**src/hdl/cbpf_pkg.sv**
```systemverilog
// Package for the classic BPF filter engine: field widths, codes, item types.
// No dependencies; used by the divider, program store, top level and testbench.
package cbpf_pkg;

  localparam int unsigned CmdW = 2;
  localparam int unsigned IdxW = 12;
  localparam int unsigned LenW = 13;

  localparam logic [31:0] KillAnswer  = 32'h8000_0000;
  localparam logic [31:0] ActionMask  = 32'hffff_0000;
  localparam logic [31:0] AllowAnswer = 32'h7fff_0000;
  localparam logic [31:0] RecordBytes = 32'd64;

  typedef enum logic [1:0] {
    CmdLoadInsn = 2'd0,
    CmdLoadWord = 2'd1,
    CmdRun      = 2'd2,
    CmdNone     = 2'd3
  } cmd_e;

  typedef enum logic [2:0] {
    ClsLd   = 3'd0,
    ClsLdx  = 3'd1,
    ClsSt   = 3'd2,
    ClsStx  = 3'd3,
    ClsAlu  = 3'd4,
    ClsJmp  = 3'd5,
    ClsRet  = 3'd6,
    ClsMisc = 3'd7
  } cls_e;

  typedef enum logic [2:0] {
    StIdle,
    StFetch,
    StExec,
    StDiv,
    StDone
  } state_e;

  typedef struct packed {
    logic [15:0] opcode;
    logic [7:0]  jump_true;
    logic [7:0]  jump_false;
    logic [31:0] operand;
  } insn_t;

  typedef struct packed {
    logic [1:0]  command;
    logic [11:0] index;
    logic [15:0] opcode;
    logic [7:0]  jump_true;
    logic [7:0]  jump_false;
    logic [31:0] operand;
    logic [12:0] program_length;
    logic        start_chain;
  } in_item_t;

  typedef struct packed {
    logic [31:0] return_value;
    logic [31:0] chain_result;
    logic        ended_by_fault;
  } out_item_t;

  // Divider handshake between the sequencer and the divide unit.
  typedef struct packed {
    logic        start;
    logic [31:0] dividend;
    logic [31:0] divisor;
  } div_req_t;

  typedef struct packed {
    logic        done;
    logic [31:0] quotient;
    logic [31:0] remainder;
  } div_rsp_t;

  function automatic logic more_severe(logic [31:0] a, logic [31:0] b);
    return ((a & ActionMask) ^ KillAnswer) < ((b & ActionMask) ^ KillAnswer);
  endfunction

endpackage

```
**src/hdl/cbpf_div.sv**
```systemverilog
// Restoring radix-2 divider, one quotient bit per cycle.
// Depends on cbpf_pkg for the request and response types.
module cbpf_div
  import cbpf_pkg::*;
(
  input  logic     clk_i,
  input  logic     rst_ni,
  input  div_req_t req_i,
  output div_rsp_t rsp_o
);
  logic [31:0] quo_q, quo_d, rem_q, rem_d, dvs_q, dvs_d;
  logic [5:0]  cnt_q, cnt_d;
  logic        busy_q, busy_d, done_q, done_d;
  logic [32:0] trial;

  always_comb begin
    quo_d  = quo_q;
    rem_d  = rem_q;
    dvs_d  = dvs_q;
    cnt_d  = cnt_q;
    busy_d = busy_q;
    done_d = 1'b0;
    trial  = {rem_q, quo_q[31]} - {1'b0, dvs_q};
    if (req_i.start) begin
      quo_d  = req_i.dividend;
      rem_d  = '0;
      dvs_d  = req_i.divisor;
      cnt_d  = '0;
      busy_d = 1'b1;
    end else if (busy_q) begin
      if (!trial[32]) begin
        rem_d = trial[31:0];
        quo_d = {quo_q[30:0], 1'b1};
      end else begin
        rem_d = {rem_q[30:0], quo_q[31]};
        quo_d = {quo_q[30:0], 1'b0};
      end
      cnt_d = cnt_q + 6'd1;
      if (cnt_q == 6'd31) begin
        busy_d = 1'b0;
        done_d = 1'b1;
      end
    end
  end

  always_ff @(posedge clk_i or negedge rst_ni) begin
    if (!rst_ni) begin
      busy_q <= 1'b0;
      done_q <= 1'b0;
      cnt_q  <= '0;
    end else begin
      busy_q <= busy_d;
      done_q <= done_d;
      cnt_q  <= cnt_d;
    end
  end

  always_ff @(posedge clk_i) begin
    quo_q <= quo_d;
    rem_q <= rem_d;
    dvs_q <= dvs_d;
  end

  assign rsp_o.done      = done_q;
  assign rsp_o.quotient  = quo_q;
  assign rsp_o.remainder = rem_q;
endmodule

```
**config.mk**
```make
export PLATFORM = sky130hd
export DESIGN_NAME = cbpf_div
export DESIGN_NICKNAME = d
export VERILOG_FILES = /design/src/hdl/cbpf_pkg.sv /design/src/hdl/cbpf_div.sv
export SDC_FILE = /design/constraint.sdc
export NUM_CORES = 1
export LEC_CHECK = 0
export BUFFER_PORTS_ARGS = -buffer_cell sky130_fd_sc_hd__buf_2
export CAP_MARGIN = 5
export CORE_MARGIN = 1
export CORE_UTILIZATION = 45
export DETAILED_ROUTE_END_ITERATION = 10
export PLACE_DENSITY = 0.82
export SYNTH_ARGS = -nofsm -noshare
export SYNTH_HDL_FRONTEND = slang
export SYNTH_SLANG_ARGS = --single-unit
```
**constraint.sdc**
```tcl
create_clock -name clk_i -period 2.8 [get_ports clk_i]
set_clock_uncertainty 0.05 [all_clocks]
set_input_delay 0.56 -clock clk_i [delete_from_list [all_inputs] [get_ports clk_i]]
set_output_delay 0.56 -clock clk_i [all_outputs]
set_load 0.01 [all_outputs]
```
==> impl_metrics.tcl <==
set metrics [dict create \
    fmax_ghz 0.3569 \
    coreArea_um2 12670 \
    final_common_cell "buf_2" \
    num_io_pins 132 \
    crit_buf_inv 1 \
    worst_slew_pin_slew_ns 0.3996 \
    status "complete, but fails checks" \
    antenna_found_initial 0 \
    path_clk_slew_ns 0.08 \
    final_area_um2 7413 \
    slew_headroom 0.7312 \
    cts_root_buf "clkbuf_16" \
    drcViolationCount 0 \
    fp-row-count 41 \
    start_kind "flop" \
    synth_area_per_cell_um2 10.41 \
    required_ns 3.06 \
    netlist_instances 565 \
    setup_slack_ns -0.002253 \
    grt_use_total 0.2237 \
    period_share 1.001 \
    max_stage_delay_ns 0.35 \
    path_cells "inv_1 -> ha_2 -> fa_2 -> nand2b_4 -> a21oi_4 -> o2111ai_2 -> a21oi_2 -> mux2i_2 -> nor2_4 -> or3_1 -> mux2_4 -> nand2_2" \
    use_met3 0.05708 \
    register_area_um2 2763 \
    cts_buffer_depth 2 \
    yosysSeqAreaShare 0.4698 \
    hold_class "in2reg" \
    period_needed_ns 2.802 \
    ys_ff_latch 104 \
    placedInstanceArea_um2 6978 \
    power_w 0.005245 \
    crit_slowest_cell "edfxtp_1" \
    die_w_um 116.3 \
    clock_latency_ns 0.36 \
    die_h_um 116.3 \
    gp_congestion 0.9110 \
    num_vias 4942 \
    wl_per_cell_um 16.30 \
    cts_max_level 3 \
    use_met1 0.2744 \
    hold_violations 0 \
    met2_usage 0.3696 \
    ir_drop_v 0.0004192 \
    worstSetupPathType "reg2reg" \
    busiest_layer "met2" \
    utilization 0.5851 \
    drt-total-wl_mm 14.78 \
    synth_edf_count 64 \
    fin_nets 831 \
    grt_overflow 0 \
    initial_core_util 0.4641 \
    cp-end-kind "flop" \
    rsz0062_at_grt "yes" \
    report.final.slew_viol_count 0 \
    violations "negative setup slack" \
    dp_slack_ns -0.09623 \
    diodes 0 \
    drt_iter0_drc 272 \
    ys_types 60 \
    io_buffers 131 \
    power_density_nw_per_um2 707.6 \
    cp.arrival_ns 3.06 \
    vias_per_cell 5.449 \
    worstPathMaxFanout 5 \
    final_cell_mix "buf_2, edfxtp_1, nor2_1" \
    cts_tree "built" \
    cts.sinks 104 \
    synthArstFlopShare 0.07692 \
    setup_violations 1 \
    drt_pass1_iterations 5 \
    detail-route-antenna-nets 0 \
    die_area_um2 13530 \
    grt_pass1_vias 4795 \
    area_growth_pct 26.06 \
    yosys_warnings 0 \
    multi_input_area_um2 2944 \
    synth.cell_area_um2 5881 \
    crit_family "simple AND/OR/NAND/NOR gates" \
    grt_max_degree 36 \
    numCtsBuffers 9 \
    synthesis.nets 666 \
    p_leak_nw 3.450 \
    maxCapViolations 0 \
    ys.flop_type "edfxtp_1" \
    num-fill-cells 1078 \
    drive_gt1_frac 0.3456 \
    timing.hold.ws_ns 0.3217 \
    grt_first_pass_wirelength_mm 23.17 \
    hpwl_mm 10.88 \
]
[what timing repair did]
action / in CTS / in global routing
setup buffers: 1 / 6
hold buffers: 1 / 0
endpoints found under the setup margin: 16 / 31
endpoints found under the hold margin: 8 / 0
resized for setup: 1 / 23
pin swaps: 2 / 19
[state kept, by name, indices dropped and copies added (netlist names)]
signal	cells
quo_q	32
rem_q	32
done_q	1
cnt_q	6
busy_q	1
dvs_q	32
[layer usage]
layer	vias up	share of wire
met5	-	0
met4	0	0.035
met3	38	0.065
met2	176	0.47
met1	2337	0.43
li1	2391	-
[worst paths after layout]
check                      cells after the start  startpoint  slack [ns]         to
max                                           12   quo_q[31]      -0.002  rem_q[29]
min                                            1   req_i[22]        0.32  dvs_q[22]
max reg2reg                                   12   quo_q[31]      -0.002  rem_q[29]
min reg2reg                                    2   rem_q[31]        0.43  rem_q[31]
max in group asynchronous                      2      rst_ni        2.01   cnt_q[5]
min in group asynchronous                      2      rst_ni        0.52   cnt_q[0]
[cells by family after synthesis]
logic type	count (synthesis)	synth area share
AO/OA/AOI/OAI	161	0.1809
AND/OR/NAND/NOR	126	0.1019
flip-flops	104	0.4698
buffers and inverters	66	0.04702
multiplexers	43	0.08064
adder cells (fa/ha/maj)	34	0.07362
XOR/XNOR	31	0.04617
[final cells by class]
| class | instances | share of cell area |
|---|---|---|
| multi-input cells | 395 | 0.3971 |
| clock inverters | 6 | 0.007932 |
| well taps | 172 | 0.02903 |
| repair buffers | 179 | 0.1416 |
| inverters | 41 | 0.02076 |
| clock buffers | 10 | 0.03089 |
| flip-flops and latches | 104 | 0.3727 |
[power by group]
part           switching (W)  leakage [nW]  internal, W  total, W
clock network       0.000612         0.139     0.000629   0.00124
logic                0.00113          2.29     0.000942   0.00207
registers           0.000110          1.02      0.00182   0.00193
total                0.00185          3.45      0.00339   0.00525
[stage by stage]
| stage | std cells | setup TNS (ns) |
|---|---|---|
| after CTS | 901 | 0 |
| final | 907 | -0.002253 |
| after detailed placement | 883 | -0.4055 |
| after floorplan | 565 | 0 |
| after global routing | 907 | -1.995 |
| after global placement | 883 | 0 |
[cell usage after synthesis (all sizes together) (2+ instances only)]
| cell | instances | area [µm²] |
|---|---|---|
| o21bai | 3 | 22.52 |
| xor2 | 16 | 140.1 |
| mux2i | 11 | 113.9 |
| dfxtp | 32 | 640.6 |
| a211o | 2 | 17.52 |
| a31oi | 3 | 18.77 |
| a311oi | 2 | 23.77 |
| o211a | 3 | 30.03 |
| a21o | 13 | 97.59 |
| a211oi | 19 | 147.6 |
| nand2 | 31 | 116.4 |
| inv | 41 | 153.9 |
| clkbuf | 15 | 56.30 |
| a21oi | 46 | 241.5 |
| nand2b | 8 | 50.05 |
| nor3 | 7 | 46.30 |
| buf | 10 | 66.30 |
| a22oi | 2 | 15.01 |
| nand3 | 7 | 40.04 |
| a31o | 3 | 26.28 |
| edfxtp | 64 | 1922 |
| and3 | 6 | 37.54 |
| o21a | 6 | 45.04 |
| a32oi | 7 | 61.31 |
| o211ai | 7 | 52.55 |
| o2111ai | 2 | 23.77 |
| nor2 | 51 | 198.9 |
| xnor2 | 15 | 131.4 |
| nor2b | 3 | 18.77 |
| ha | 33 | 412.9 |
| nor3b | 2 | 15.01 |
| mux2 | 32 | 360.4 |
| dfrtp | 8 | 200.2 |
| or3 | 5 | 36.28 |
| nand4 | 3 | 18.77 |
| o21ai | 36 | 180.2 |
Note: power is estimated with default switching activity, not from simulation.
